--- src/hdl/bfe_pkg.sv ---
package bfe_pkg;

    // Field widths
    localparam int COORD_W   = 15;
    localparam int FIT_W     = 48;
    localparam int MODE_W    = 3;
    localparam int CNT_W     = 6;
    localparam int NUM_GROUPS = 5;
    localparam int REG_IDX_W = 3;
    localparam int PADDR_W   = 5;
    localparam int PDATA_W   = 32;

    // Fixed-point constants (Q3.12 coordinates)
    localparam int ONE_Q12  = 4096;
    localparam int NEAR_LSB = 2;

    // Benchmark modes
    localparam logic [MODE_W-1:0] MODE_THROUGH = 3'd0;
    localparam logic [MODE_W-1:0] MODE_STAR    = 3'd1;
    localparam logic [MODE_W-1:0] MODE_PAIR    = 3'd2;
    localparam logic [MODE_W-1:0] MODE_PAIR_SQ = 3'd3;
    localparam logic [MODE_W-1:0] MODE_GROUP   = 3'd4;

    // Register indexes (byte address = 4 * index)
    localparam logic [REG_IDX_W-1:0] REG_MODE         = 3'd0;
    localparam logic [REG_IDX_W-1:0] REG_ROSEN_COUNT  = 3'd1;
    localparam logic [REG_IDX_W-1:0] REG_SPHERE_COUNT = 3'd2;
    localparam logic [REG_IDX_W-1:0] REG_GROUP_A      = 3'd3;
    localparam logic [REG_IDX_W-1:0] REG_GROUP_B      = 3'd4;
    localparam logic [REG_IDX_W-1:0] REG_GROUP_C      = 3'd5;
    localparam logic [REG_IDX_W-1:0] REG_GROUP_D      = 3'd6;
    localparam logic [REG_IDX_W-1:0] REG_GROUP_E      = 3'd7;

    // Reset values of the registers
    localparam logic [MODE_W-1:0] MODE_RESET   = MODE_GROUP;
    localparam logic [CNT_W-1:0]  ROSEN_RESET  = 6'd4;
    localparam logic [CNT_W-1:0]  SPHERE_RESET = 6'd20;
    localparam logic [CNT_W-1:0]  GROUP_A_RESET = 6'd8;
    localparam logic [CNT_W-1:0]  GROUP_X_RESET = 6'd2;

    typedef struct packed {
        logic [MODE_W-1:0]                 mode;
        logic [CNT_W-1:0]                  rosen_count;
        logic [CNT_W-1:0]                  sphere_count;
        logic [NUM_GROUPS-1:0][CNT_W-1:0]  group_size;
    } cfg_t;

    // Controller to datapath: one step per flag
    typedef struct packed {
        logic accept;
        logic sq;
        logic esq;
        logic mid;
        logic big;
        logic acc;
        logic flush;
        logic out_load;
    } cmd_t;

    // Datapath to controller
    typedef struct packed {
        logic last;
        logic grp_done;
    } stat_t;

endpackage

--- src/hdl/bfe_regs.sv ---
module bfe_regs
    import bfe_pkg::*;
(
    input  logic                 clk,
    input  logic                 rst_n,
    input  logic                 psel,
    input  logic                 penable,
    input  logic                 pwrite,
    input  logic [PADDR_W-1:0]   paddr,
    input  logic [PDATA_W-1:0]   pwdata,
    output logic [PDATA_W-1:0]   prdata,
    output logic                 pready,
    output cfg_t                 cfg
);

    cfg_t                   cfg_reg;
    logic [REG_IDX_W-1:0]   reg_idx;
    logic                   wr_en;

    assign reg_idx = paddr[PADDR_W-1:2];
    assign wr_en   = psel && penable && pwrite;
    assign pready  = 1'b1;
    assign cfg     = cfg_reg;

    // Register writes
    always_ff @(posedge clk or negedge rst_n)
    begin
        if (!rst_n)
        begin
            cfg_reg.mode          <= MODE_RESET;
            cfg_reg.rosen_count   <= ROSEN_RESET;
            cfg_reg.sphere_count  <= SPHERE_RESET;
            cfg_reg.group_size[0] <= GROUP_A_RESET;
            cfg_reg.group_size[1] <= GROUP_X_RESET;
            cfg_reg.group_size[2] <= GROUP_X_RESET;
            cfg_reg.group_size[3] <= GROUP_X_RESET;
            cfg_reg.group_size[4] <= GROUP_X_RESET;
        end
        else if (wr_en)
        begin
            unique case (reg_idx)
                REG_MODE:         cfg_reg.mode          <= pwdata[MODE_W-1:0];
                REG_ROSEN_COUNT:  cfg_reg.rosen_count   <= pwdata[CNT_W-1:0];
                REG_SPHERE_COUNT: cfg_reg.sphere_count  <= pwdata[CNT_W-1:0];
                REG_GROUP_A:      cfg_reg.group_size[0] <= pwdata[CNT_W-1:0];
                REG_GROUP_B:      cfg_reg.group_size[1] <= pwdata[CNT_W-1:0];
                REG_GROUP_C:      cfg_reg.group_size[2] <= pwdata[CNT_W-1:0];
                REG_GROUP_D:      cfg_reg.group_size[3] <= pwdata[CNT_W-1:0];
                REG_GROUP_E:      cfg_reg.group_size[4] <= pwdata[CNT_W-1:0];
                default:          cfg_reg.mode          <= cfg_reg.mode;
            endcase
        end
    end

    // Read mux
    always_comb
    begin
        unique case (reg_idx)
            REG_MODE:         prdata = PDATA_W'(cfg_reg.mode);
            REG_ROSEN_COUNT:  prdata = PDATA_W'(cfg_reg.rosen_count);
            REG_SPHERE_COUNT: prdata = PDATA_W'(cfg_reg.sphere_count);
            REG_GROUP_A:      prdata = PDATA_W'(cfg_reg.group_size[0]);
            REG_GROUP_B:      prdata = PDATA_W'(cfg_reg.group_size[1]);
            REG_GROUP_C:      prdata = PDATA_W'(cfg_reg.group_size[2]);
            REG_GROUP_D:      prdata = PDATA_W'(cfg_reg.group_size[3]);
            REG_GROUP_E:      prdata = PDATA_W'(cfg_reg.group_size[4]);
            default:          prdata = '0;
        endcase
    end

endmodule

--- src/hdl/bfe_ctrl.sv ---
module bfe_ctrl
    import bfe_pkg::*;
(
    input  logic   clk,
    input  logic   rst_n,
    input  logic   in_valid,
    output logic   in_ready,
    output logic   out_valid,
    input  logic   out_ready,
    input  stat_t  stat,
    output cmd_t   cmd
);

    typedef enum logic [2:0] {
        ST_IDLE,
        ST_SQ,
        ST_ESQ,
        ST_MID,
        ST_BIG,
        ST_ACC,
        ST_FLUSH,
        ST_DONE
    } state_t;

    state_t state_reg;
    state_t state_next;
    logic   out_valid_reg;
    logic   out_valid_next;
    logic   out_busy;

    assign in_ready  = (state_reg == ST_IDLE);
    assign out_valid = out_valid_reg;
    // A result still waiting that is not taken in this cycle
    assign out_busy  = out_valid_reg && !out_ready;

    // Command decode
    always_comb
    begin
        cmd          = '0;
        cmd.accept   = in_valid && (state_reg == ST_IDLE);
        cmd.sq       = (state_reg == ST_SQ);
        cmd.esq      = (state_reg == ST_ESQ);
        cmd.mid      = (state_reg == ST_MID);
        cmd.big      = (state_reg == ST_BIG);
        cmd.acc      = (state_reg == ST_ACC);
        cmd.flush    = (state_reg == ST_FLUSH);
        cmd.out_load = (state_reg == ST_DONE) && !out_busy;
    end

    // Next state
    always_comb
    begin
        state_next = state_reg;
        unique case (state_reg)
            ST_IDLE:
            begin
                if (in_valid)
                    state_next = ST_SQ;
            end
            ST_SQ:  state_next = ST_ESQ;
            ST_ESQ: state_next = ST_MID;
            ST_MID: state_next = ST_BIG;
            ST_BIG: state_next = ST_ACC;
            ST_ACC:
            begin
                if (stat.grp_done)
                    state_next = ST_FLUSH;
                else if (stat.last)
                    state_next = ST_DONE;
                else
                    state_next = ST_IDLE;
            end
            ST_FLUSH:
            begin
                state_next = stat.last ? ST_DONE : ST_IDLE;
            end
            ST_DONE:
            begin
                if (!out_busy)
                    state_next = ST_IDLE;
            end
            default: state_next = ST_IDLE;
        endcase
    end

    // Result valid: set on load, cleared on transfer
    always_comb
    begin
        out_valid_next = out_valid_reg;
        if (out_valid_reg && out_ready)
            out_valid_next = 1'b0;
        if (cmd.out_load)
            out_valid_next = 1'b1;
    end

    always_ff @(posedge clk or negedge rst_n)
    begin
        if (!rst_n)
        begin
            state_reg     <= ST_IDLE;
            out_valid_reg <= 1'b0;
        end
        else
        begin
            state_reg     <= state_next;
            out_valid_reg <= out_valid_next;
        end
    end

`ifndef SYNTH
    a_valid_from_done: assert property (@(posedge clk) disable iff (!rst_n)
        $rose(out_valid_reg) |-> $past(state_reg == ST_DONE))
        else $error("result valid rose outside the done state");

    a_accept_starts: assert property (@(posedge clk) disable iff (!rst_n)
        cmd.accept |=> state_reg == ST_SQ)
        else $error("accepted coordinate did not start the multiply sequence");

    a_load_no_overwrite: assert property (@(posedge clk) disable iff (!rst_n)
        out_valid_reg && !out_ready |-> !cmd.out_load)
        else $error("pending result overwritten");
`endif

endmodule

--- src/hdl/bfe_dp.sv ---
module bfe_dp
    import bfe_pkg::*;
#(
    parameter int DIMENSIONS = 36
)
(
    input  logic                       clk,
    input  logic                       rst_n,
    input  cfg_t                       cfg,
    input  cmd_t                       cmd,
    input  logic signed [COORD_W-1:0]  coord_value,
    output stat_t                      stat,
    output logic [FIT_W-1:0]           fitness,
    output logic                       near_optimum
);

    localparam int IDX_W = $clog2(DIMENSIONS);
    localparam logic [IDX_W-1:0] LAST_IDX = IDX_W'(DIMENSIONS - 1);

    // What the accepted coordinate does to the sums
    typedef enum logic [2:0] {
        ACT_NONE,
        ACT_HEAD,
        ACT_ROSEN,
        ACT_GROUP_HEAD,
        ACT_GROUP_TERM,
        ACT_SPHERE,
        ACT_PAIR_FIRST,
        ACT_PAIR_SECOND
    } act_t;

    function automatic logic [FIT_W-1:0] sat_add(input logic [FIT_W-1:0] a,
                                                 input logic [FIT_W-1:0] b);
        logic [FIT_W:0] s;
        s = {1'b0, a} + {1'b0, b};
        return s[FIT_W] ? {FIT_W{1'b1}} : s[FIT_W-1:0];
    endfunction

    // Candidate state
    logic [FIT_W-1:0]          fitness_reg;
    logic [FIT_W-1:0]          pending_reg;
    logic signed [COORD_W-1:0] head_reg;
    logic [28:0]               pair_reg;
    logic [IDX_W-1:0]          coord_idx_reg;
    logic [2:0]                grp_idx_reg;
    logic [CNT_W-1:0]          pos_reg;
    logic                      all_near_reg;

    // Per-coordinate work registers
    logic signed [COORD_W-1:0] x_reg;
    act_t                      act_reg;
    logic                      last_reg;
    logic                      grp_done_reg;
    logic signed [15:0]        e_reg;
    logic [28:0]               sq_reg;
    logic [28:0]               esq_reg;
    logic [28:0]               ad_reg;
    logic [57:0]               dsq_reg;
    logic [29:0]               s_reg;
    logic [35:0]               ssq_reg;
    logic [41:0]               rterm_reg;

    // Result registers
    logic [FIT_W-1:0]          fit_out_reg;
    logic                      near_out_reg;

    // Combinational helpers
    act_t                      act_next;
    logic                      grp_done_next;
    logic [CNT_W-1:0]          size_cur;
    logic [7:0]                idx8;
    logic [7:0]                t1;
    logic [7:0]                t2;
    logic [7:0]                t4;
    logic [7:0]                t1_l;
    logic [7:0]                t2_l;
    logic signed [15:0]        e_next;
    logic signed [30:0]        d_val;
    logic signed [30:0]        d_neg;
    logic [28:0]               ad_next;
    logic signed [30:0]        mul_op;
    logic signed [61:0]        prod;
    logic [64:0]               dsq_ext;
    logic [64:0]               dsq_x100;
    logic [41:0]               rterm_next;
    logic [FIT_W-1:0]          term;
    logic                      near_now;

    assign stat.last     = last_reg;
    assign stat.grp_done = grp_done_reg;
    assign fitness       = fit_out_reg;
    assign near_optimum  = near_out_reg;

    // Size of the current star group; a size of zero acts as one
    always_comb
    begin
        case (grp_idx_reg)
            3'd0:    size_cur = cfg.group_size[0];
            3'd1:    size_cur = cfg.group_size[1];
            3'd2:    size_cur = cfg.group_size[2];
            3'd3:    size_cur = cfg.group_size[3];
            3'd4:    size_cur = cfg.group_size[4];
            default: size_cur = '0;
        endcase
    end

    // Classify the incoming coordinate by mode and position
    always_comb
    begin
        idx8 = 8'(coord_idx_reg);
        t1   = 8'(cfg.rosen_count);
        t2   = {1'b0, cfg.rosen_count, 1'b0};
        t4   = {cfg.rosen_count, 2'b00};
        t1_l = t1 + 8'(cfg.sphere_count);
        t2_l = t2 + 8'(cfg.sphere_count);
        grp_done_next = 1'b0;
        act_next = ACT_NONE;
        unique case (cfg.mode) inside
            MODE_STAR:
            begin
                if (idx8 < t1)
                    act_next = (idx8 == 8'd0) ? ACT_HEAD : ACT_ROSEN;
                else if (idx8 < t1_l)
                    act_next = ACT_SPHERE;
            end
            MODE_PAIR, MODE_PAIR_SQ:
            begin
                if (idx8 < t2)
                    act_next = idx8[0] ? ACT_ROSEN : ACT_HEAD;
                else if (cfg.mode == MODE_PAIR)
                begin
                    if (idx8 < t2_l)
                        act_next = ACT_SPHERE;
                end
                else if (idx8 < t4)
                    act_next = idx8[0] ? ACT_PAIR_SECOND : ACT_PAIR_FIRST;
            end
            MODE_GROUP:
            begin
                if (grp_idx_reg < 3'(NUM_GROUPS))
                begin
                    act_next = (pos_reg == '0) ? ACT_GROUP_HEAD : ACT_GROUP_TERM;
                    grp_done_next = ({1'b0, pos_reg} + 7'd1) >= {1'b0, size_cur};
                end
                else
                    act_next = ACT_SPHERE;
            end
            default: act_next = ACT_NONE;
        endcase
    end

    // Offset from 1.0 and the Rosenbrock difference
    always_comb
    begin
        e_next  = 16'(x_reg) - 16'(ONE_Q12);
        d_val   = (31'(head_reg) <<< 12) - $signed({2'b00, sq_reg});
        d_neg   = -d_val;
        ad_next = d_val[30] ? d_neg[28:0] : d_val[28:0];
    end

    // Shared squarer: x, x-1, head difference, pair sum in turn
    always_comb
    begin
        if (cmd.sq)
            mul_op = 31'(x_reg);
        else if (cmd.esq)
            mul_op = 31'(e_reg);
        else if (cmd.mid)
            mul_op = $signed({2'b00, ad_reg});
        else
            mul_op = $signed({1'b0, s_reg});
        prod = mul_op * mul_op;
    end

    // 100 * diff^2, floored from 2^48 to Q.24, plus (x-1)^2
    always_comb
    begin
        dsq_ext    = {7'd0, dsq_reg};
        dsq_x100   = (dsq_ext << 6) + (dsq_ext << 5) + (dsq_ext << 2);
        rterm_next = {1'b0, dsq_x100[64:24]} + 42'(esq_reg);
    end

    // Term added at the accumulate step
    always_comb
    begin
        case (act_reg) inside
            ACT_ROSEN, ACT_GROUP_TERM: term = FIT_W'(rterm_reg);
            ACT_SPHERE:                term = FIT_W'(esq_reg);
            ACT_PAIR_SECOND:           term = FIT_W'(ssq_reg);
            default:                   term = '0;
        endcase
        near_now = (e_reg >= -16'(NEAR_LSB)) && (e_reg <= 16'(NEAR_LSB));
    end

    // Candidate state
    always_ff @(posedge clk or negedge rst_n)
    begin
        if (!rst_n)
        begin
            fitness_reg   <= '0;
            pending_reg   <= '0;
            head_reg      <= '0;
            pair_reg      <= '0;
            coord_idx_reg <= '0;
            grp_idx_reg   <= '0;
            pos_reg       <= '0;
            all_near_reg  <= 1'b1;
            act_reg       <= ACT_NONE;
            last_reg      <= 1'b0;
            grp_done_reg  <= 1'b0;
        end
        else if (cmd.out_load)
        begin
            fitness_reg   <= '0;
            pending_reg   <= '0;
            head_reg      <= '0;
            pair_reg      <= '0;
            coord_idx_reg <= '0;
            grp_idx_reg   <= '0;
            pos_reg       <= '0;
            all_near_reg  <= 1'b1;
        end
        else if (cmd.accept)
        begin
            act_reg      <= act_next;
            last_reg     <= (coord_idx_reg >= LAST_IDX);
            grp_done_reg <= grp_done_next;
        end
        else if (cmd.acc)
        begin
            if (!near_now)
                all_near_reg <= 1'b0;
            if (!last_reg)
                coord_idx_reg <= coord_idx_reg + IDX_W'(1);
            case (act_reg) inside
                ACT_HEAD, ACT_GROUP_HEAD:
                    head_reg <= x_reg;
                ACT_ROSEN, ACT_SPHERE, ACT_PAIR_SECOND:
                    fitness_reg <= sat_add(fitness_reg, term);
                ACT_GROUP_TERM:
                    pending_reg <= sat_add(pending_reg, term);
                ACT_PAIR_FIRST:
                    pair_reg <= esq_reg;
                default:
                    pair_reg <= pair_reg;
            endcase
            // Star group bookkeeping
            if (act_reg == ACT_GROUP_HEAD || act_reg == ACT_GROUP_TERM)
            begin
                if (grp_done_reg)
                begin
                    grp_idx_reg <= grp_idx_reg + 3'd1;
                    pos_reg     <= '0;
                end
                else
                    pos_reg <= pos_reg + CNT_W'(1);
            end
        end
        else if (cmd.flush)
        begin
            fitness_reg <= sat_add(fitness_reg, pending_reg);
            pending_reg <= '0;
        end
    end

    // Work registers and result
    always_ff @(posedge clk)
    begin
        if (cmd.accept)
            x_reg <= coord_value;
        if (cmd.sq)
        begin
            sq_reg <= prod[28:0];
            e_reg  <= e_next;
        end
        if (cmd.esq)
        begin
            esq_reg <= prod[28:0];
            ad_reg  <= ad_next;
        end
        if (cmd.mid)
        begin
            dsq_reg <= prod[57:0];
            s_reg   <= {1'b0, pair_reg} + {1'b0, esq_reg};
        end
        if (cmd.big)
        begin
            ssq_reg   <= prod[59:24];
            rterm_reg <= rterm_next;
        end
        if (cmd.out_load)
        begin
            fit_out_reg  <= fitness_reg;
            near_out_reg <= all_near_reg;
        end
    end

`ifndef SYNTH
    a_clear_after_result: assert property (@(posedge clk) disable iff (!rst_n)
        cmd.out_load |=> (fitness_reg == '0) && all_near_reg && (coord_idx_reg == '0))
        else $error("candidate state not cleared after result");

    a_flush_only_on_group_end: assert property (@(posedge clk) disable iff (!rst_n)
        cmd.flush |-> grp_done_reg && (act_reg == ACT_GROUP_HEAD
                                       || act_reg == ACT_GROUP_TERM))
        else $error("group flush without a completed group");

    a_term_has_head: assert property (@(posedge clk) disable iff (!rst_n)
        cmd.acc && act_reg == ACT_GROUP_TERM |-> pos_reg != '0)
        else $error("group term taken at group head position");
`endif

endmodule

--- src/hdl/benchmark_fitness_evaluator.sv ---
// Composite Rosenbrock/sphere benchmark evaluator. Send the coordinates of one
// candidate as signed Q3.12 values, index 0 first; after coordinate DIMENSIONS-1
// the block returns one transfer with the fitness (unsigned Q24.24, saturating at
// 2^48-1) and near_optimum (every coordinate within 2 LSB of 1.0), then starts
// the next candidate. Each coordinate passes through accept, four squaring
// steps and one accumulate step, plus a flush step when it closes a mode-4
// star group; after the last one a done step loads the result, waiting there
// while the previous result has not been taken. No new coordinate is taken
// until these steps end, as the single shared squarer forms x*x, (x-1)^2,
// the Rosenbrock difference square and the mode-3 pair-sum square in turn.
// Registers (APB, byte address 4*index): mode, rosen_count, sphere_count,
// group_size_a..e; write them only while no candidate is in progress.
module benchmark_fitness_evaluator
    import bfe_pkg::*;
#(
    parameter int DIMENSIONS = 36
)
(
    input  logic                       clk,
    input  logic                       rst_n,
    input  logic                       psel,
    input  logic                       penable,
    input  logic                       pwrite,
    input  logic [PADDR_W-1:0]         paddr,
    input  logic [PDATA_W-1:0]         pwdata,
    output logic [PDATA_W-1:0]         prdata,
    output logic                       pready,
    input  logic                       in_valid,
    output logic                       in_ready,
    input  logic signed [COORD_W-1:0]  coord_value,
    output logic                       out_valid,
    input  logic                       out_ready,
    output logic [FIT_W-1:0]           fitness,
    output logic                       near_optimum
);

    cfg_t  cfg;
    cmd_t  cmd;
    stat_t stat;

    bfe_regs u_regs (
        .clk     (clk),
        .rst_n   (rst_n),
        .psel    (psel),
        .penable (penable),
        .pwrite  (pwrite),
        .paddr   (paddr),
        .pwdata  (pwdata),
        .prdata  (prdata),
        .pready  (pready),
        .cfg     (cfg)
    );

    bfe_ctrl u_ctrl (
        .clk       (clk),
        .rst_n     (rst_n),
        .in_valid  (in_valid),
        .in_ready  (in_ready),
        .out_valid (out_valid),
        .out_ready (out_ready),
        .stat      (stat),
        .cmd       (cmd)
    );

    bfe_dp #(
        .DIMENSIONS (DIMENSIONS)
    ) u_dp (
        .clk          (clk),
        .rst_n        (rst_n),
        .cfg          (cfg),
        .cmd          (cmd),
        .coord_value  (coord_value),
        .stat         (stat),
        .fitness      (fitness),
        .near_optimum (near_optimum)
    );

endmodule

--- config.mk ---
export PLATFORM = sky130hd
export DESIGN_NAME = benchmark_fitness_evaluator
export DESIGN_NICKNAME = d
export VERILOG_FILES = /design/src/hdl/bfe_pkg.sv /design/src/hdl/bfe_regs.sv /design/src/hdl/bfe_ctrl.sv /design/src/hdl/bfe_dp.sv /design/src/hdl/benchmark_fitness_evaluator.sv
export SDC_FILE = /design/constraint.sdc
export NUM_CORES = 2
export LEC_CHECK = 0
export ABC_CLOCK_PERIOD_IN_PS = 34100
export BUFFER_PORTS_ARGS = -buffer_cell sky130_fd_sc_hd__buf_4
export CELL_PAD_IN_SITES_DETAIL_PLACEMENT = 1
export CELL_PAD_IN_SITES_GLOBAL_PLACEMENT = 2
export CORE_ASPECT_RATIO = 0.5
export CORE_MARGIN = 2
export CORE_UTILIZATION = 31
export CTS_BUF_LIST = sky130_fd_sc_hd__clkbuf_2
export CTS_CLUSTER_SIZE = 14
export DETAILED_ROUTE_END_ITERATION = 10
export PLACE_DENSITY_LB_ADDON = 0.1
export SYNTH_ARGS = -nofsm -noshare
export SYNTH_HDL_FRONTEND = slang
export SYNTH_HIERARCHICAL = 1
export SYNTH_SLANG_ARGS = --single-unit
--- constraint.sdc ---
create_clock -name clk -period 34.1 [get_ports clk]
set_input_delay 6.82 -clock clk [delete_from_list [all_inputs] [get_ports clk]]
set_output_delay 6.82 -clock clk [all_outputs]
set_load 0.01 [all_outputs]
# Word-level counts from Yosys, hierarchy flattened

Cells that the tools add are included.

Register bits: 543
Bits in latches: 0
Memory bits (writable): 0
Memory bits (read-only): 0
Input bits: 59
Output and inout bits: 84
Word-level logic and storage cells: 220
Memories kept: 0

$add $sub $neg: 16
$mul: 1
Divide/modulo/power cells: 0
$lt $le $gt $ge: 10
Equality and inequality tests: 41
Shifts and indexed selects: 0
Multiplexer cells: 75
Bitwise gates (word level): 1
Reduce and logical (&&, ||, !) cells: 44

Operators with widths:

| operator            | number |
|---|---|
| $mux 48             | 18 |
| $pmux 32 s8         | 1 |
| $mux 29             | 8 |
| $add 48x48->49      | 3 |
| $add 64x63->65      | 1 |
| $add 65x60->65      | 1 |
| $mux 31             | 2 |
| $mul 31x31->60      | 1 |
| $mux 15             | 4 |
| $mux 6              | 9 |
| $mux 3              | 17 |
| $add 41x29->42      | 1 |
| $eq 3x3->1 const B  | 14 |
| $mux 36             | 1 |
| $sub 27x30->31      | 1 |
| $add 29x29->30      | 1 |
| $eq 3x2->1 const B  | 10 |
| $mux 30             | 1 |
| $pmux 6 s5          | 1 |
| $neg 29->29         | 1 |
| $lt 6x8->1          | 3 |
| $pmux 3 s8          | 1 |
| $reduce_and 2->1    | 10 |
| $ge 16x2->1 const B | 1 |
| other kinds (33)    | 77 |

# Logic depth before layout (Yosys ltp)

Word-level depth: 12
Depth in mapped cells: 41

# Modules after synthesis

Netlist, hierarchy kept.

Modules (own cells, without submodules):

| module   | instances | cells each | area each (um2) |
|---|---|---|---|
| bfe_dp   | 1         | 6751       | 64896.0 |
| bfe_regs | 1         | 169        | 2408.6 |
| bfe_ctrl | 1         | 36         | 316.6 |

# Worst setup path after synthesis

Ideal clock, no wire load.

Path kind: input to output
Start point: input port paddr[2]
End point: output port prdata[1]
Data arrival time: 7.788 ns
Slack: 19.492 ns
Stages on the path: 3
Path buffers: 1
Path through: buf_6 mux4_1 mux2_2

Longest elaborated chain between the ends: 2
Elaborated cells between the ends (all ways): 9

RTL lines:

| what                                     | line                              | RTL |
|---|---|---|
| start: declaration                       | benchmark_fitness_evaluator.sv:24 | `input logic [PADDR_W-1:0] paddr,` |
| $eq 3x3->1, or another cell as far along | bfe_regs.sv:58                    | `unique case (reg_idx)` |
| $pmux 32 s8 *                            | bfe_regs.sv:58                    |  |
| end: declaration                         | benchmark_fitness_evaluator.sv:26 | `output logic [PDATA_W-1:0] prdata,` |

Every way passes the cells marked *; elsewhere a longest branch is shown, timed or not. The select of a mux whose other input is x is not followed.

# Worst setup path after layout

Start point: input port paddr[2]
End point: output port prdata[0]

The elaborated chain is that of the path after synthesis.

==> results summary <==
The synthesized netlist cell count is 6956. The overall die area is 222000 sq um. STA classifies the critical path startpoint as an input pin. The clock period minus final worst setup slack is 15070 ps. The total of buffers placed on input and output ports is 87. The detailed-route via count is 50445. The chip height came out at 334 um. The post-CTS clock slew at the launch and capture registers of the worst setup and hold paths came out at 90 ps. The mapped netlist covers 67600 sq um. STA classifies the critical path endpoint as a primary output. After synthesis the netlist holds a flip-flop and latch count of 540.

The initial antenna violation count came out at 13. STA puts the critical path data required time at 27280 ps. The maximum number of pins on one net before global-route repair is 73. In this run the clock root is driven by a sky130_fd_sc_hd__clkbuf_2. The signed area change from the synthesized netlist to the final layout came out at 8.61%. The maximum number of buffers from clock root to sink came out at 3. The run finished with clean final reports.

The overall routing resource usage came out at 21.6%. The arrival time reported for the critical path endpoint came out at 8250 ps. The number of buffers inserted by post-CTS setup repair is 0. The share of the yosys chip area belonging to registers is 22.4%. Of all nets on the critical path, the largest fanout is 22.

Setup violations remaining at the end of the flow were counted as 0. The number of DRC markers in iteration 0 is 2617. The routed wire length came out at 237 mm. After synthesis, the mean cell area works out to 9.72 sq um. Setup repair after global routing left no endpoint under its margin. The number of placement rows came out at 121.

The number of buffers inserted during clock tree synthesis came out at 151. The region available for standard cell placement spans 217000 sq um. The remaining global-route overflow came out at 0. The flip-flop count of the largest register after layout is 96. The clock latency at the later pin of the worst-skew pair is 1570 ps.

The count of cells resized by post-cts repair is 0. In the layout the commonest cells are 1198 x sky130_fd_sc_hd__inv_1, 978 x sky130_fd_sc_hd__fa_1, 605 x sky130_fd_sc_hd__nand2_1. The share of flip-flops with an asynchronous set or reset after synthesis came out at 38.9%.

The clock tree from TritonCTS is yes. Yosys mapped the design onto 112 distinct sky130hd cell types. The die boundary width is 665 um. In this run, post-CTS hold repair placed 0 buffers. The remaining design rule violation count came out at 0. The global-route wire length before repair came out at 360 mm. Detailed placement ended at an HPWL of 187 mm.

The post-detailed-route count of antenna-violating nets is 0. The peak clock frequency supported by timing is 66.4 MHz. The worst-margin pin slew came out at 1260 ps.

Of the available clock period, the critical path in the final layout requires 44.2%. The number of nets in the final layout is 8628. Between clock sinks in the finished design, the worst skew comes to 207 ps. The first-pass detailed-route iteration total is 5. The deepest level of the CTS H-tree is 4. The setup path with the least slack is of type input pin to primary output. The summed negative setup slack over all endpoints came out at 0 ps.

The final max-slew violation count is 0. The final hold violation count is 0. The average routed wire per standard cell is 23.5 um. The clock net in this run drives a total of 540 sinks. Dividing the detail-routed via count by the number of cells gives 4.99. Yosys mapped a number of flops with a built-in enable equal to 330. The starting density of the core is 31.1%. The count of maximum capacitance violations is 0. The via count of the first global-routing pass is 56597. The final weighted congestion in routability-driven placement came out at 0.852.

The normalized max-slew margin is 16.0%. The number of synthesis warnings came out at 6. The number of placed I/O pins came out at 143. The most common cell after layout, fill and taps aside is sky130_fd_sc_hd__inv_1. The worst min-delay path class is register to register. The fraction of layout cells with a size suffix above 1 is 8.50%. In the synthesized netlist the dominant register cell turns out to be sky130_fd_sc_hd__edfxtp_1.
[synth_stat cells, drive strengths merged, types with 16 or more instances]
| cell | count | area share [%] |
|---|---|---|
| ha | 508 | 9.4 |
| nand4 | 54 | 0.52 |
| a31oi | 59 | 0.58 |
| a211oi | 47 | 0.54 |
| o31a | 19 | 0.25 |
| o21bai | 53 | 0.59 |
| o22ai | 41 | 0.38 |
| o31ai | 28 | 0.32 |
| o211ai | 16 | 0.19 |
| and2 | 26 | 0.24 |
| or3 | 20 | 0.19 |
| mux2 | 56 | 0.93 |
| nor3b | 43 | 0.48 |
| xnor2 | 229 | 3.0 |
| nand2 | 606 | 3.4 |
| a21boi | 18 | 0.20 |
| nand3 | 82 | 0.61 |
| a21oi | 359 | 2.7 |
| inv | 1204 | 6.7 |
| o21a | 39 | 0.43 |
| xor2 | 119 | 1.5 |
| and3 | 41 | 0.38 |
| nor2b | 75 | 0.69 |
| nand2b | 96 | 0.91 |
| buf | 63 | 0.59 |
| o21ai | 343 | 2.6 |
| a21o | 224 | 2.5 |
| nor2 | 456 | 2.6 |
| mux2i | 55 | 0.81 |
| edfxtp | 330 | 15 |
| clkbuf | 186 | 1.0 |
| nor3 | 65 | 0.53 |
| dfrtp | 200 | 7.4 |
| fa | 978 | 29 |
[final cells by class]
type	count	area (sq um)
Tap cell	2890	3620
Inverter	1213	4550
Clock buffer	233	1170
Clock inverter	48	364
Antenna cell	7	17.5
Multi-Input combinational cell	4991	47100
Timing Repair Buffer	186	1400
Sequential cell	540	15200
Fill cell	24766	144000
[metal layers]
layer	share of wire [%]	up-vias	GRT usage, %
met5	0	-	0
met4	2.0	0	5.09
met1	50	26238	31.3
met3	3.2	225	2.43
met2	45	803	34.3
li1	-	23179	-
[per-stage QoR]
stage	cell area (sq um)	hold WS [ps]	util (%)	setup slack [ps]	cells
after floorplan	67800	451	-	19490	6993
after global placement	71900	469	33.1	19030	9820
after detailed placement	71900	481	33.1	19040	9820
after CTS	73400	502	33.8	19030	10101
after global routing	73400	532	33.8	18990	10105
final	73400	504	33.8	19030	10108
[worst paths after layout]
kind	endpoint	slack [ps]	startpoint	depth (start not counted)
max in group asynchronous	u_dp/fitness_reg[3]	26850	rst_n	3
hold / removal	u_dp/pair_reg[25]	500	u_dp/pair_reg[25]	2
setup reg to reg	u_dp/ssq_reg[32]	20770	u_ctrl/state_reg[0]	36
min in group asynchronous	u_dp/head_reg[3]	5170	rst_n	1
hold reg to reg	u_dp/pair_reg[25]	500	u_dp/pair_reg[25]	2
setup / recovery	prdata[0]	19030	paddr[2]	4
[worst max-delay path, stage by stage]
cell and delay [ps]:
sky130_fd_sc_hd__buf_4 300, sky130_fd_sc_hd__mux4_1 670, sky130_fd_sc_hd__mux2_2 310, sky130_fd_sc_hd__buf_4 140
[kinds of logic after synthesis]
logic type	Yosys count	synth area share [%]
AND/OR/NAND/NOR	1623	11.3
adder cells (fa/ha/maj)	1486	38.4
buffers and inverters	1462	8.36
AO/OA/AOI/OAI	1375	13.0
flip-flops	540	22.4
XOR/XNOR	348	4.51
multiplexers	118	2.01
other	4	0.0222
Power is left out: the tool's default activity adds up to more than one toggle a clock period on the data nets, which glitch-free logic cannot reach.
